[src/dtrd_pkg.sv]
`timescale 1ns / 1ps
`default_nettype none
// ----------------------------------------------------------------------------
// dtrd_pkg: shared constants and tables for the thermal refresh derate block
// memory type codes, register indexes, coefficient tables and datapath widths
// ----------------------------------------------------------------------------
package dtrd_pkg;

    // memory type codes
    localparam logic [2:0] DRAM_DDR4   = 3'd1;
    localparam logic [2:0] DRAM_LPDDR4 = 3'd2;
    localparam logic [2:0] DRAM_LPDDR5 = 3'd6;

    // configuration register indexes
    localparam int unsigned CFG_ADDR_W = 2;
    localparam int unsigned CFG_DATA_W = 16;
    localparam logic [CFG_ADDR_W-1:0] REG_MEM_TYPE      = 2'd0;
    localparam logic [CFG_ADDR_W-1:0] REG_DATA_RATE     = 2'd1;
    localparam logic [CFG_ADDR_W-1:0] REG_REVERSE_BITS  = 2'd2;
    localparam logic [CFG_ADDR_W-1:0] REG_REFRESH_COUNT = 2'd3;

    // refresh registers per update
    localparam logic [3:0] MAX_REGS = 4'd8;

    // datapath widths
    localparam int unsigned BASE_W  = 15;   // (rate / 2) - 1
    localparam int unsigned COEFF_W = 11;   // largest coefficient 1560
    localparam int unsigned PROD_W  = BASE_W + COEFF_W;
    localparam int unsigned RECIP_W = 26;
    localparam int unsigned FULL_W  = 19;   // largest quotient 511149
    localparam int unsigned WIDE_W  = PROD_W + RECIP_W;

    // floor(2^32 / 100): quotient estimate is low by at most one
    localparam logic [RECIP_W-1:0] RECIP_100 = 26'd42949672;
    localparam logic [PROD_W-1:0]  COEFF_DIV = 26'd100;

    function automatic logic [COEFF_W-1:0] ddr4_derate_pct(input logic [1:0] lvl);
        logic [COEFF_W-1:0] c;
        case (lvl)
            2'd0:    c = 11'd780;
            2'd1:    c = 11'd780;
            2'd2:    c = 11'd390;
            default: c = 11'd195;
        endcase
        return c;
    endfunction

    function automatic logic [COEFF_W-1:0] lpddr4_derate_pct(input logic [2:0] lvl);
        logic [COEFF_W-1:0] c;
        case (lvl)
            3'd0:    c = 11'd1560;
            3'd1:    c = 11'd1560;
            3'd2:    c = 11'd780;
            3'd3:    c = 11'd390;
            3'd4:    c = 11'd195;
            3'd5:    c = 11'd97;
            3'd6:    c = 11'd97;
            default: c = 11'd48;
        endcase
        return c;
    endfunction

endpackage
`default_nettype wire

[src/dram_thermal_refresh_derate.sv]
`timescale 1ns / 1ps
`default_nettype none
// ----------------------------------------------------------------------------
// dram_thermal_refresh_derate: refresh interval derating from sensor level
// turns temperature sensor words into refresh register low-half updates
// ----------------------------------------------------------------------------
// usage
//   s_ channel carries one raw 32-bit sensor word per request. the level is
//   taken from a bit field chosen by dram_type; a level equal to the stored
//   one, an unsupported type or a zero register count gives no result.
//   a new level gives refresh_reg_count results (capped at eight), one per
//   refresh register, on the m_ channel; m_tlast marks the last of them.
//   cfg_wr_en / cfg_addr / cfg_wdata write the four registers; write them
//   only while the block is idle.
// timing
//   the first result leaves the output register after the request has
//   passed the input, product, reciprocal and emit stages, then one
//   result per cycle while m_tready is high. a request with no result
//   flows at one per cycle unless a later stage stalls; a level change
//   holds the emit stage until its results are out, setting the sustained rate.
// reset and stall
//   aresetn clears the pipeline, forgets the stored level and loads the
//   register defaults. a stalled m_tready holds the output register and the
//   stall ripples back stage by stage to s_tready; nothing is dropped.
// ----------------------------------------------------------------------------
module dram_thermal_refresh_derate (
    input  wire logic                                aclk,
    input  wire logic                                aresetn,
    // configuration write port
    input  wire logic                                cfg_wr_en,
    input  wire logic [dtrd_pkg::CFG_ADDR_W-1:0]     cfg_addr,
    input  wire logic [dtrd_pkg::CFG_DATA_W-1:0]     cfg_wdata,
    // sensor requests
    input  wire logic                                s_tvalid,
    output logic                                     s_tready,
    input  wire logic [31:0]                         s_tdata,   // [31:0] sensor_word
    // refresh updates
    output logic                                     m_tvalid,
    input  wire logic                                m_tready,
    output logic [23:0]                              m_tdata,   // [2:0] reg_index,
                                                                // [18:3] refresh_value,
                                                                // [21:19] level, [23:22] zero
    output logic                                     m_tlast    // last_of_run
);

    // configuration registers
    logic [2:0]                    dram_type_reg;
    logic [15:0]                   dram_rate_reg;
    logic                          reverse_bits_reg;
    logic [3:0]                    reg_count_reg;

    // level tracking
    logic [2:0]                    last_level_reg;
    logic                          level_known_reg;

    // input stage
    logic                          s1_valid_reg;
    logic [31:0]                   s1_word_reg;

    // product stage
    logic                          s2_valid_reg;
    logic [dtrd_pkg::PROD_W-1:0]   s2_prod_reg;
    logic [2:0]                    s2_level_reg;
    logic [3:0]                    s2_count_reg;

    // reciprocal stage
    logic                          s3_valid_reg;
    logic [dtrd_pkg::PROD_W-1:0]   s3_prod_reg;
    logic [dtrd_pkg::FULL_W-1:0]   s3_quot_reg;
    logic [2:0]                    s3_level_reg;
    logic [3:0]                    s3_count_reg;

    // emit stage: one refresh register per cycle while the output can load
    logic                          job_valid_reg;
    logic [dtrd_pkg::FULL_W-1:0]   job_full_reg;
    logic [2:0]                    job_level_reg;
    logic [3:0]                    job_count_reg;
    logic [2:0]                    job_idx_reg;

    // output register
    logic                          m_valid_reg;
    logic [2:0]                    m_index_reg;
    logic [15:0]                   m_value_reg;
    logic [2:0]                    m_level_reg;
    logic                          m_last_reg;

    // flow control
    logic out_load_ok, emit, job_last, job_free, s3_free, s2_free, s1_free, s1_fire;

    // input stage decode
    logic [2:0]                    s1_level;
    logic [dtrd_pkg::COEFF_W-1:0]  s1_coeff;
    logic                          s1_supported;
    logic                          s1_changed;
    logic [3:0]                    s1_count;
    logic                          s1_emit;
    logic [dtrd_pkg::BASE_W-1:0]   s1_base;
    logic [dtrd_pkg::PROD_W-1:0]   s1_prod;

    // reciprocal multiply and correction
    logic [dtrd_pkg::WIDE_W-1:0]   s2_wide;
    logic [dtrd_pkg::PROD_W-1:0]   s3_rem;
    logic [dtrd_pkg::FULL_W-1:0]   s3_full;

    // emit datapath
    logic [dtrd_pkg::FULL_W-1:0]   job_shifted;
    logic [15:0]                   job_value;

    // ready chain, from the output register back to the input
    assign out_load_ok = !m_valid_reg || m_tready;
    assign emit        = job_valid_reg && out_load_ok;
    assign job_last    = ({1'b0, job_idx_reg} + 4'd1) == job_count_reg;
    assign job_free    = !job_valid_reg || (emit && job_last);
    assign s3_free     = !s3_valid_reg || job_free;
    assign s2_free     = !s2_valid_reg || s3_free;
    assign s1_free     = !s1_valid_reg || s2_free;
    assign s1_fire     = s1_valid_reg && s2_free;
    assign s_tready    = s1_free;

    // level field and coefficient by memory type
    always_comb begin
        s1_level     = 3'd0;
        s1_coeff     = '0;
        s1_supported = 1'b0;
        case (dram_type_reg)
            dtrd_pkg::DRAM_DDR4: begin
                s1_level     = reverse_bits_reg ? {1'b0, s1_word_reg[3], s1_word_reg[4]}
                                                : {1'b0, s1_word_reg[4:3]};
                s1_coeff     = dtrd_pkg::ddr4_derate_pct(s1_level[1:0]);
                s1_supported = 1'b1;
            end
            dtrd_pkg::DRAM_LPDDR4: begin
                s1_level     = s1_word_reg[2:0];
                s1_coeff     = dtrd_pkg::lpddr4_derate_pct(s1_level);
                s1_supported = 1'b1;
            end
            dtrd_pkg::DRAM_LPDDR5: begin
                // all lpddr5 coefficients are zero
                s1_level     = {2'b00, s1_word_reg[0]};
                s1_supported = 1'b1;
            end
            default: begin
                s1_supported = 1'b0;
            end
        endcase
    end

    assign s1_changed = !level_known_reg || (s1_level != last_level_reg);
    assign s1_count   = (reg_count_reg > dtrd_pkg::MAX_REGS) ? dtrd_pkg::MAX_REGS
                                                             : reg_count_reg;
    assign s1_emit    = s1_supported && s1_changed && (s1_count != 4'd0);

    // rate below two clamps the scaled rate to zero
    assign s1_base = (dram_rate_reg >= 16'd2) ? (dram_rate_reg[15:1] - 15'd1) : '0;
    assign s1_prod = dtrd_pkg::PROD_W'(s1_base) * dtrd_pkg::PROD_W'(s1_coeff);

    // divide by 100: reciprocal estimate, then one correction step
    assign s2_wide = dtrd_pkg::WIDE_W'(s2_prod_reg) * dtrd_pkg::WIDE_W'(dtrd_pkg::RECIP_100);
    assign s3_rem  = s3_prod_reg
                   - dtrd_pkg::PROD_W'(dtrd_pkg::PROD_W'(s3_quot_reg) * dtrd_pkg::COEFF_DIV);
    assign s3_full = (s3_rem >= dtrd_pkg::COEFF_DIV) ? (s3_quot_reg + 1'b1) : s3_quot_reg;

    // halve per register index, saturate to 16 bits
    assign job_shifted = job_full_reg >> job_idx_reg;
    assign job_value   = (job_shifted[dtrd_pkg::FULL_W-1:16] != '0) ? 16'hffff
                                                                    : job_shifted[15:0];

    // control state
    always_ff @(posedge aclk) begin
        if (!aresetn) begin
            dram_type_reg    <= dtrd_pkg::DRAM_DDR4;
            dram_rate_reg    <= 16'd0;
            reverse_bits_reg <= 1'b0;
            reg_count_reg    <= 4'd1;
            last_level_reg   <= 3'd0;
            level_known_reg  <= 1'b0;
            s1_valid_reg     <= 1'b0;
            s2_valid_reg     <= 1'b0;
            s3_valid_reg     <= 1'b0;
            job_valid_reg    <= 1'b0;
            job_idx_reg      <= 3'd0;
            m_valid_reg      <= 1'b0;
        end else begin
            if (cfg_wr_en) begin
                case (cfg_addr)
                    dtrd_pkg::REG_MEM_TYPE:      dram_type_reg    <= cfg_wdata[2:0];
                    dtrd_pkg::REG_DATA_RATE:     dram_rate_reg    <= cfg_wdata;
                    dtrd_pkg::REG_REVERSE_BITS:  reverse_bits_reg <= cfg_wdata[0];
                    dtrd_pkg::REG_REFRESH_COUNT: reg_count_reg    <= cfg_wdata[3:0];
                    default: ;
                endcase
            end

            // stored level moves only on a supported, changed level
            if (s1_fire && s1_supported && s1_changed) begin
                last_level_reg  <= s1_level;
                level_known_reg <= 1'b1;
            end

            if (s1_free) s1_valid_reg <= s_tvalid;
            if (s2_free) s2_valid_reg <= s1_valid_reg && s1_emit;
            if (s3_free) s3_valid_reg <= s2_valid_reg;

            if (job_free) begin
                job_valid_reg <= s3_valid_reg;
                job_idx_reg   <= 3'd0;
            end else if (emit) begin
                job_idx_reg   <= job_idx_reg + 3'd1;
            end

            if (out_load_ok) m_valid_reg <= job_valid_reg;
        end
    end

    // payload registers
    always_ff @(posedge aclk) begin
        if (s_tvalid && s1_free) s1_word_reg <= s_tdata;
        if (s1_fire) begin
            s2_prod_reg  <= s1_prod;
            s2_level_reg <= s1_level;
            s2_count_reg <= s1_count;
        end
        if (s2_valid_reg && s3_free) begin
            s3_prod_reg  <= s2_prod_reg;
            s3_quot_reg  <= s2_wide[32 +: dtrd_pkg::FULL_W];
            s3_level_reg <= s2_level_reg;
            s3_count_reg <= s2_count_reg;
        end
        if (s3_valid_reg && job_free) begin
            job_full_reg  <= s3_full;
            job_level_reg <= s3_level_reg;
            job_count_reg <= s3_count_reg;
        end
        if (emit) begin
            m_index_reg <= job_idx_reg;
            m_value_reg <= job_value;
            m_level_reg <= job_level_reg;
            m_last_reg  <= job_last;
        end
    end

    assign m_tvalid = m_valid_reg;
    assign m_tdata  = {2'b00, m_level_reg, m_value_reg, m_index_reg};
    assign m_tlast  = m_last_reg;

endmodule
`default_nettype wire

[config.mk]
export PLATFORM = sky130hd
export DESIGN_NAME = dram_thermal_refresh_derate
export DESIGN_NICKNAME = d
export VERILOG_FILES = /design/src/dtrd_pkg.sv /design/src/dram_thermal_refresh_derate.sv
export SDC_FILE = /design/constraint.sdc
export NUM_CORES = 1
export LEC_CHECK = 0
export ABC_AREA = 1
export BUFFER_PORTS_ARGS = -buffer_cell sky130_fd_sc_hd__buf_2
export CAP_MARGIN = 25
export CELL_PAD_IN_SITES_DETAIL_PLACEMENT = 0
export CELL_PAD_IN_SITES_GLOBAL_PLACEMENT = 1
export CORE_ASPECT_RATIO = 1.4
export CORE_MARGIN = 3
export CORE_UTILIZATION = 55
export DETAILED_ROUTE_END_ITERATION = 10
export PLACE_DENSITY_LB_ADDON = 0.1
export SYNTH_ARGS = -nofsm -noshare
export SYNTH_HDL_FRONTEND = slang
export SYNTH_SLANG_ARGS = --single-unit
[constraint.sdc]
create_clock -name aclk -period 17 [get_ports aclk]
set_input_delay 3.4 -clock aclk [delete_from_list [all_inputs] [get_ports aclk]]
set_output_delay 3.4 -clock aclk [all_outputs]
set_load 0.005 [all_outputs]
# Word-level counts from Yosys, hierarchy flattened

Cells that the tools add are included.

Add/subtract/negate cells: 5
$mul: 3
Magnitude comparators: 3
Equality and inequality tests: 16
Shifts and indexed selects: 1
Multiplexer cells: 9
Bitwise operators: 1
Reduce and logical (&&, ||, !) cells: 37

Operators by type and width:

| kind                     | number |
|---|---|
| $pmux W11 S5             | 1 |
| $mul A26 B23 Y48 const B | 1 |
| $ge A26 B7 Y1 const B    | 1 |
| $mul A15 B11 Y26         | 1 |
| $sub A26 B26 Y26         | 1 |
| $mul A19 B5 Y24 const B  | 1 |
| $pmux W11 S2             | 1 |
| $pmux W10 S2             | 1 |
| $add A19 B1 Y19 const B  | 1 |
| $mux W19                 | 1 |
| $shr A19 B3 Y19          | 1 |
| $ge A16 B2 Y1 const B    | 1 |
| $mux W15                 | 1 |
| $sub A15 B1 Y15 const B  | 1 |
| $eq A3 B3 Y1 const B     | 4 |
| $logic_and A1 B1 Y1      | 11 |
| $eq A3 B2 Y1 const B     | 3 |
| $pmux W3 S3              | 1 |
| $reduce_and A2 Y1        | 4 |
| $reduce_or A2 Y1         | 4 |
| $eq A2 B2 Y1 const B     | 3 |
| $eq A3 B1 Y1 const B     | 2 |
| $logic_not A1 Y1         | 6 |
| $logic_or A1 B1 Y1       | 6 |
| other kinds (15)         | 17 |

Register bits after elaboration: 175
Bits of input ports: 55
Output and inout bits: 27
Word-level logic and storage cells: 102

# Logic depth before layout (Yosys ltp)

Gate-level depths: netlist (run 1).

Depth after elaboration: 10
Mapped depth: 33
Mapped depth without buffers: 32

# Worst setup path before layout (run 1)

Ideal clock, no wire load.

Kind: input port to output port
Start: input port m_tready
End: output port s_tready
Arrival time: 4.501 ns
Data required time: 13.600 ns
Slack: 9.099 ns
Stages: 8
Buffers on the path: 0
Cells stage by stage: inv_1 nand2_1 nand2_1 inv_1 nand2_1 nand2_1 inv_1 nand4_1

Cells in the longest elaborated chain, start to end: 7

RTL lines:

| what                | line                               | source |
|---|---|---|
| start: declaration  | dram_thermal_refresh_derate.sv:39  | `input wire logic m_tready,` |
| $logic_or A1 B1 Y1  | dram_thermal_refresh_derate.sv:110 | `assign out_load_ok = !m_valid_reg \|\| m_tready;` |
| $logic_and A1 B1 Y1 | dram_thermal_refresh_derate.sv:111 | `assign emit = job_valid_reg && out_load_ok;` |
| net emit            | dram_thermal_refresh_derate.sv:88  | `logic out_load_ok, emit, job_last, job_free, s3_free, s2_free, s1_free, s1_fire;` |
| $logic_and A1 B1 Y1 | dram_thermal_refresh_derate.sv:113 | `assign job_free = !job_valid_reg \|\| (emit && job_last);` |
| $logic_or A1 B1 Y1  | dram_thermal_refresh_derate.sv:113 |  |
| $logic_or A1 B1 Y1  | dram_thermal_refresh_derate.sv:114 | `assign s3_free = !s3_valid_reg \|\| job_free;` |
| $logic_or A1 B1 Y1  | dram_thermal_refresh_derate.sv:115 | `assign s2_free = !s2_valid_reg \|\| s3_free;` |
| $logic_or A1 B1 Y1  | dram_thermal_refresh_derate.sv:116 | `assign s1_free = !s1_valid_reg \|\| s2_free;` |
| end: declaration    | dram_thermal_refresh_derate.sv:35  | `output logic s_tready,` |

The timed path passes the listed nets, and every way through them passes these cells.

# Worst setup path in the final report (run 1)

Ends and elaborated chain as after synthesis.

==> results of run 1 <==
[stage by stage]
stage,area [sq um],hold WS (ns)
after floorplan,26500,0.400
after global placement,27400,0.401
after detailed placement,27400,0.405
after CTS,28000,0.413
after global routing,28100,0.419
final,28100,0.417
[cells in the mapped netlist, drive strengths merged]
master | instances | area, sq um
and3 | 1 | 6.26
o21bai | 11 | 82.6
a211oi | 3 | 22.5
o22ai | 2 | 12.5
dfxtp | 35 | 701
clkinv | 2 | 7.51
nor4 | 8 | 50.1
nor3 | 19 | 100
ha | 425 | 5320
nand3 | 98 | 526
a31oi | 15 | 93.8
a21o | 16 | 120
inv | 695 | 2610
fa | 347 | 6950
a221oi | 2 | 17.5
o21a | 6 | 45.0
xor2 | 59 | 517
nor2 | 231 | 953
xnor2 | 37 | 324
a31o | 1 | 8.76
a22oi | 1 | 7.51
nand3b | 3 | 22.5
conb | 1 | 3.75
o211a | 1 | 10.0
o31ai | 2 | 15.0
buf | 9 | 73.8
o21ai | 94 | 474
o211ai | 12 | 90.1
nand2 | 506 | 1950
o221ai | 1 | 8.76
clkbuf | 24 | 101
a21boi | 8 | 60.1
edfxtp | 137 | 4110
a21oi | 132 | 676
or2 | 11 | 68.8
nand4 | 48 | 334
[cells by family after synthesis]
| logic type | synth area share |
|---|---|
| AND/OR/NAND/NOR | 0.152 |
| buffers and inverters | 0.105 |
| flip-flops | 0.182 |
| AO/OA/AOI/OAI | 0.0659 |
| XOR/XNOR | 0.0318 |
| other | 0.000142 |
| adder cells (fa/ha/maj) | 0.463 |
[routing by layer]
layer | GRT usage | part of all wire | up-vias
met5 | 0 | 0.00011 | -
met4 | 0.116 | 0.047 | 2
met1 | 0.315 | 0.39 | 9524
met3 | 0.0310 | 0.031 | 164
li1 | - | - | 9579
met2 | 0.506 | 0.54 | 375
[cells in the final DEF (no fill, tap or decap), types with 5 or more instances in the layout]
cell / n
a21o_1: 16
nand3_1: 91
or2_2: 10
clkbuf_16: 17
o21a_1: 6
nor2_1: 211
nand4_1: 44
a21boi_0: 8
o211ai_1: 12
clkinv_8: 6
nand3_2: 7
inv_2: 15
o21ai_0: 92
nor2_4: 5
o21bai_1: 11
a31oi_1: 15
xnor2_1: 37
nor2_2: 14
dfxtp_1: 35
inv_1: 680
fa_1: 347
edfxtp_1: 137
nor4_1: 8
nor3_1: 18
nand2_2: 19
ha_1: 425
a21oi_1: 128
nand2_1: 486
buf_2: 53
xor2_1: 59
[final cells by class]
type | instances | share of cell area
multi-input combinational | 2102 | 0.673
clock buffer | 17 | 0.0152
inverter | 697 | 0.0932
clock inverter | 15 | 0.00767
timing repair buffer | 59 | 0.0118
sequential | 172 | 0.172
tap | 624 | 0.0278
[worst max path at each step]
stage / to / slack (ns)
6_report: s_tready / 8.60
5_1_grt: s_tready / 8.35
4_1_cts: s_tready / 8.60
3_3_place_gp: s_tready / 8.64
2_1_floorplan: s_tready / 9.10
3_5_place_dp: s_tready / 8.60
[critical path: cells and delay by family]
family                 cells  cell delay (ns)
buffers and inverters      5             1.03
AND/OR/NAND/NOR            5             0.56
==> results_dict.tcl, run 1 <==
set metrics [dict create \
    status "finished clean" \
    yosysSeqAreaShare 0.182 \
    slew_violations 0 \
    setup_violations 0 \
    route.detailed.drc 0 \
    fmax_ghz 0.119 \
    dr.pass1.iters 7 \
    min_from "s3_count_reg[3]" \
    critical_path.startpoint "m_tready" \
    antenna_found_initial 1 \
    fin_cells 3686 \
    period_needed_ns 8.40 \
    dpl.cell_count 3653 \
    register_area_sq_mm 0.00481 \
    path_cells "buf_2 > inv_1 > nand2_1 > nand2_1 > inv_1 > nand2_1 > nand2_1 > inv_1 > nand4_1 > buf_2" \
    multi_input_area_sq_mm 0.0189 \
    fin_tns_setup_ns 0 \
    min_to "job_count_reg[3]" \
    die_x_um 191 \
    postCtsResizedCells 0 \
    first_global_vias 21300 \
    reg2reg_depth 26 \
    synthCells 3003 \
    area_delta_synth_final_pct 5.98 \
    grt_pass1_wl_mm 108 \
    die_h_um 266 \
    synth.ff_latch_count 172 \
    cap_violations 0 \
    synthesis.area_sq_mm 0.0265 \
    clock_skew_ns 0.0252 \
    numCtsBuffers 17 \
    clk_pin_slew_ns 0.08 \
    dp_slack_ns 8.60 \
    drtAntennaViolNets 0 \
    grt_start_max_net_pins 51 \
    start_kind "input port" \
    num-fill-cells 4320 \
    vias_per_cell 5.33 \
    cts_tree "done" \
    largest_reg_flops 26 \
    rr_endpoint "s2_prod_reg[24]" \
    dp_hpwl_mm 56.6 \
    root_buffer "clkbuf_16" \
    report.final.hold_viol_count 0 \
    crit_type "in2out" \
    die_area_sq_mm 0.0508 \
    required_ns 13.60 \
    wl_mm 65.9 \
    core.rowCount 94 \
    grt_overflow 0 \
    detail_route.iter0.violations 930 \
    cts_setup_buffers 0 \
    max_stage_delay_ns 0.71 \
    yosysUniqueCellTypes 54 \
    endpoint_kind "primary output" \
    post_drt_wl_per_cell_um 17.9 \
    finalCritPeriodShare 0.494 \
    whs_path_depth 0 \
    ios 82 \
    arrival_ns 5.00 \
    postCtsHoldBufs 0 \
    insertion_delay_ns 0.47 \
    core_sq_mm 0.0473 \
    cp_slowest_cell "inv_1" \
    slew-limit-headroom 0.298 \
    yosys_warnings 0 \
    fin_ws_ns 8.60 \
    clock_path_buffers 2 \
    cpMostUsedCell "nand2_1" \
    drive_above_1_share 0.0568 \
    diodes 0 \
    initial_core_util 0.560 \
    synth.avg_cell_area_sq_um 8.82 \
    clkSinkCount 172 \
    cp_max_fo 26 \
    hold_path_class "reg2reg" \
    portBuffers 52 \
    htree_levels 4 \
    num-nets-final 3876 \
    worst-slew-pin-transition_ns 1.05 \
    rsz0062_at_grt "no" \
    grt_usage 0.273 \
    r2r_start "dram_rate_reg[3]" \
    reg2reg_slack_ns 10.09 \
    vias 19600 \
    utilization 0.593 \
    routabilityCongestion 0.924 \
]
Power of run 1 is left out: the tool's default activity adds up to more than one toggle a clock period on the data nets, which glitch-free logic cannot reach.
==> run 2, diff against run 1 <==
Settings changed: CORE_UTILIZATION 55 to 51.
Clock period 17 ns to 8.25 ns, I/O delays scaled along.
==> run 2 against run 1 <==
Against the previous run:
- wire length grew 1.5%
- critical path depth grew 15
- first-iteration DRC count down 22%
- register-to-register slack lost 8.8 ns
- die area increased by 7.6%
- design area is 0.19% higher
- cell count increased by 0.87%
- global-route usage is 1.8 points lower
- largest cell class unchanged
- clock skew grew 0.0098 ns
- hold slack got worse by 0.0012 ns
- utilization is 4.5 points lower
==> results_dict.tcl, run 2 (synthesized netlist as in run 1, its figures left out) <==
set metrics [dict create \
    clk_pin_slew_ns 0.07 \
    num-nets-final 3882 \
    slew-limit-headroom 0.346 \
    diodes 0 \
    rsz0062_at_grt "no" \
    core.rowCount 98 \
    die_x_um 199 \
    core_sq_mm 0.0513 \
    ios 82 \
    reg2reg_slack_ns 1.31 \
    grt_pass1_wl_mm 108 \
    vias 19600 \
    drtAntennaViolNets 0 \
    hold_path_class "reg2reg" \
    antenna_found_initial 0 \
    cap_violations 0 \
    dp_hpwl_mm 57.8 \
    dpl.cell_count 3683 \
    r2r_start "dram_rate_reg[3]" \
    cp_max_fo 13 \
    initial_core_util 0.517 \
    min_to "s3_count_reg[1]" \
    m1WireLength_mm 26.5 \
    reg2reg_depth 25 \
    report.final.hold_viol_count 0 \
    required_ns 8.44 \
    clkSinkCount 172 \
    insertion_delay_ns 0.46 \
    finalCritPeriodShare 0.841 \
    fmax_ghz 0.144 \
    highest_layer "met4" \
    routed-wl-met2_mm 36.5 \
    num-fill-cells 4844 \
    crit_type "reg2reg" \
    die_h_um 276 \
    period_needed_ns 6.94 \
    start_kind "flop" \
    slew_violations 0 \
    grt_start_max_net_pins 51 \
    mostFrequentLayoutCells "inv_1 (680), nand2_1 (486), ha_1 (425)" \
    routabilityCongestion 0.911 \
    clock_skew_ns 0.0351 \
    fin_cells 3718 \
    vias_per_cell 5.27 \
    route.met3.wl_mm 1.50 \
    fin_tns_setup_ns 0 \
    numCtsBuffers 17 \
    min_from "s2_count_reg[1]" \
    largest_reg_flops 26 \
    postCtsResizedCells 0 \
    status "finished clean" \
    route.detailed.drc 0 \
    portBuffers 52 \
    detail_route.iter0.violations 729 \
    setup_violations 0 \
    endpoint_kind "flop" \
    whs_path_depth 0 \
    worst-slew-pin-transition_ns 0.981 \
    clock_path_buffers 2 \
    drive_above_1_share 0.0583 \
    cts_tree "done" \
    wl_mm 66.8 \
    layout_commonest_cell "inv_1" \
    die_area_sq_mm 0.0547 \
    grt_usage 0.254 \
    first_global_vias 20900 \
    cts_setup_buffers 0 \
    arrival_ns 7.13 \
    root_buffer "clkbuf_16" \
    area_delta_synth_final_pct 6.18 \
    postCtsHoldBufs 0 \
    rr_endpoint "s2_prod_reg[21]" \
    grt_overflow 0 \
    post_drt_wl_per_cell_um 18.0 \
    htree_levels 4 \
    dr.pass1.iters 5 \
]
## run 2: metal layers
layer	up-vias	track usage
met2	293	0.488
met4	0	0.0838
met5	-	0
met1	9555	0.295
li1	9611	-
met3	131	0.0228
## run 2: critical path: stages (launching register included)
cell      delay, ns
dfxtp_1        0.31
inv_1          0.10
nand3_1        0.13
nor3_1         0.26
inv_1          0.07
nor2_1         0.28
nand3_1        0.46
inv_1          0.33
a21oi_1        0.14
inv_1          0.17
nor2_1         0.09
fa_1           0.53
fa_1           0.60
fa_1           0.45
fa_1           0.55
inv_1          0.07
fa_1           0.47
inv_1          0.04
ha_1           0.37
nand2_1        0.10
nor4_1         0.50
a21oi_1        0.19
o21bai_1       0.22
nand3_1        0.12
nand2_1        0.09
xor2_1         0.06
## run 2: worst max-delay path by stage
| stage | from | endpoint | slack (ns) |
|---|---|---|---|
| after CTS | dram_rate_reg[3] | s2_prod_reg[25] | 1.32 |
| after global routing | dram_rate_reg[3] | s2_prod_reg[25] | 0.68 |
| after global placement | s2_prod_reg[11] | s3_quot_reg[14] | 1.37 |
| after floorplan | dram_rate_reg[3] | s2_prod_reg[21] | 2.46 |
| final | dram_rate_reg[3] | s2_prod_reg[21] | 1.31 |
| after detailed placement | dram_rate_reg[3] | s2_prod_reg[21] | 1.34 |
## run 2: cell type report
cell class / instances / area (sq um) / share of cell area
Sequential cell: 172 / 4810 / 0.171
Timing Repair Buffer: 65 / 375 / 0.0134
Tap cell: 650 / 813 / 0.0289
Multi-Input combinational cell: 2102 / 18900 / 0.671
Inverter: 697 / 2620 / 0.0931
Clock buffer: 17 / 425 / 0.0151
Clock inverter: 15 / 190 / 0.00677
## run 2: stage by stage
step	util	setup WS, ns	area, sq um	hold slack [ns]
finish	0.548	1.31	28100	0.415
global route	0.548	0.684	28100	0.421
CTS	0.548	1.32	28100	0.416
detailed placement	0.536	1.34	27500	0.405
global placement	0.535	1.37	27400	0.401
floorplan	-	2.46	26500	0.400
Power of run 2 is left out for the same reason.
==> run 3, diff against run 2 <==
Settings changed: ABC_AREA 1 to 0, CORE_UTILIZATION 51 to 52.
Clock period 8.25 ns to 7.1 ns, I/O delays scaled along.
==> run 3 against run 2 <==
Against the previous run:
- global-route usage fell by 0.94 points
- critical path depth rose by 2
- sequential share of layout area rose by 0.36 points
==> results_dict.tcl, run 3 <==
set metrics [dict create \
    detail_route.iter0.violations 578 \
    die_h_um 265 \
    num-nets-final 3441 \
    clock_path_buffers 2 \
    crit_type "reg2reg" \
    dr.pass1.iters 5 \
    dp_hpwl_mm 51.6 \
    die_x_um 191 \
    min_from "s3_level_reg[0]" \
    synth_edf_count 137 \
    first_global_vias 18900 \
    drtAntennaViolNets 0 \
    synthCells 2438 \
    r2r_start "s3_quot_reg[2]" \
    yosysUniqueCellTypes 89 \
    htree_levels 4 \
    cp_max_fo 4 \
    async_flop_share 0 \
    utilization 0.585 \
    slew-limit-headroom 0.380 \
    start_kind "flop" \
    synthMuxAreaShare 0.0168 \
    worst-slew-pin-transition_ns 0.929 \
    insertion_delay_ns 0.46 \
    vias_per_cell 5.33 \
    synth-simple-area-share 0.0936 \
    rsz0062_at_grt "no" \
    grt_overflow 0 \
    core_sq_mm 0.0473 \
    whs_path_depth 0 \
    post_drt_wl_per_cell_um 18.2 \
    rr_endpoint "job_full_reg[1]" \
    grt_pass1_wl_mm 96.3 \
    yosys_warnings 0 \
    diodes 0 \
    clkSinkCount 173 \
    layout_commonest_cell "inv_1" \
    cts_tree "done" \
    period_needed_ns 6.80 \
    yosysMostFrequentCell "inv_1" \
    arrival_ns 7.00 \
    die_area_sq_mm 0.0507 \
    slew_violations 0 \
    root_buffer "clkbuf_16" \
    required_ns 7.29 \
    drive_above_1_share 0.111 \
    finalCritPeriodShare 0.958 \
    synth_top_flop_cell "edfxtp_1" \
    vias 17300 \
    clk_pin_slew_ns 0.08 \
    synthesis.area_sq_mm 0.0250 \
    whs_ns 0.413 \
    synth_xor_area_frac 0.0350 \
    status "finished clean" \
    hold_path_class "reg2reg" \
    synth_compound_area_frac 0.0871 \
    numCtsBuffers 17 \
    synth.area.top_cells "fa_1 (28%), ha_1 (21%), edfxtp_1 (16%)" \
    yosysTopAreaCellShare 0.278 \
    initial_core_util 0.528 \
    setup_violations 0 \
    synth_top_family_by_area "adder cells" \
    grt_start_max_net_pins 51 \
    synth_top_area_cell "fa_1" \
    clock_skew_ns 0.0228 \
    ios 82 \
    core.rowCount 94 \
    area_delta_synth_final_pct 10.7 \
    reg2reg_slack_ns 0.30 \
    min_to "job_level_reg[0]" \
    synth.avg_cell_area_sq_um 10.2 \
    synth_common_cells "inv_1 (503), ha_1 (425), fa_1 (347)" \
    synth_fa_ha_area_frac 0.491 \
    antenna_found_initial 0 \
    yosysSeqAreaShare 0.194 \
    fmax_ghz 0.147 \
    largest_reg_flops 26 \
    cap_violations 0 \
    portBuffers 52 \
    grt_usage 0.245 \
    routabilityCongestion 0.890 \
    wl_mm 59.3 \
    report.final.hold_viol_count 0 \
    route.detailed.drc 0 \
    endpoint_kind "flop" \
    synth.ff_latch_count 173 \
    mostFrequentLayoutCells "inv_1 (503), ha_1 (425), fa_1 (347)" \
    reg2reg_depth 27 \
]
==> run 3: cell count changes in the layout (fill, tap and decap cells not counted), sizes merged, moves of 24 or more <==
| cell | previous run | this run |
|---|---|---|
| a21oi | 132 | 80 |
| buf | 64 | 193 |
| inv | 704 | 512 |
| mux2i | 0 | 24 |
| nand2 | 506 | 149 |
| nand3 | 98 | 26 |
| nand4 | 48 | 11 |
| nor2 | 231 | 141 |
| nor2b | 0 | 27 |
| nor3 | 19 | 50 |
| o21ai | 94 | 51 |
| xnor2 | 37 | 72 |
| xor2 | 59 | 27 |
==> run 3: what timing repair did <==
action,in CTS,in global routing
endpoints found under the hold margin,0,0
resized for setup,3,18
setup endpoints to repair,2,29
pin swaps,0,3
hold buffers,0,0
cloned,0,1
buffers inserted,0,23
==> run 3: per-layer routing <==
| metal | GRT usage | up-vias | wire [um] |
|---|---|---|---|
| li1 | - | 8424 | - |
| met4 | 0.109 | 0 | 2870 |
| met2 | 0.467 | 207 | 33000 |
| met3 | 0.0235 | 118 | 994 |
| met1 | 0.274 | 8587 | 22400 |
| met5 | 0 | - | 0 |
==> run 3: final cells by class <==
type / count / area (sq um)
Fill cell: 4186 / 19600
Multi-Input combinational cell: 1724 / 18200
Sequential cell: 173 / 4830
Inverter: 504 / 1890
Timing Repair Buffer: 194 / 1350
Tap cell: 624 / 781
Clock buffer: 17 / 425
Clock inverter: 15 / 165
==> run 3: cell families (layout without fill, tap and decap cells) <==
logic type	Yosys count	after routing
multiplexers	38	38
flip-flops	173	173
AND/OR/NAND/NOR	495	495
other	1	2
buffers and inverters	542	730
XOR/XNOR	99	99
adder cells (fa/ha/maj)	772	772
AO/OA/AOI/OAI	318	318
==> run 3: how the worst max path moves through the flow <==
stage | start | slack [ns] | to | cells after the start
final | s3_quot_reg[2] | 0.30 | job_full_reg[1] | 27
after global routing | dram_rate_reg[6] | 0.002 | s2_prod_reg[24] | 24
after CTS | dram_rate_reg[6] | -0.02 | s2_prod_reg[24] | 24
after detailed placement | dram_rate_reg[6] | -0.08 | s2_prod_reg[24] | 25
after global placement | dram_rate_reg[6] | -0.07 | s2_prod_reg[24] | 25
after floorplan | dram_rate_reg[6] | 0.21 | s2_prod_reg[24] | 25
==> run 3: critical path, stage by stage (launching register included) <==
cell and delay [ns]:
edfxtp_1 0.50, ha_1 0.35, ha_1 0.28, inv_1 0.05, fa_1 0.50, inv_1 0.04
ha_1 0.30, nor2b_1 0.13, o21ai_0 0.23, a21oi_1 0.13, o21ai_0 0.24, a21oi_1 0.14
o2111ai_1 0.24, nand3_1 0.16, a31oi_2 0.21, o21ai_0 0.13, xnor2_1 0.25, ha_1 0.29
a21oi_1 0.19, a21oi_1 0.14, a2111oi_1 0.36, nand4_1 0.17, nor4_2 0.27, nand4_1 0.20
nor4_4 0.25, nand4_2 0.16, nor2_2 0.22, mux2_2 0.41
==> run 3: through the flow <==
step | setup TNS, ns | setup WS [ns] | area [sq um] | cells
after floorplan | 0 | 0.211 | 25000 | 2439
after detailed placement | -0.0811 | -0.0811 | 26800 | 3194
after global placement | -0.0679 | -0.0679 | 26700 | 3192
final | 0 | 0.296 | 27600 | 3251
after CTS | -0.0160 | -0.0160 | 27400 | 3226
after global routing | 0 | 0.00174 | 27600 | 3251
Power of run 3 is left out for the same reason.
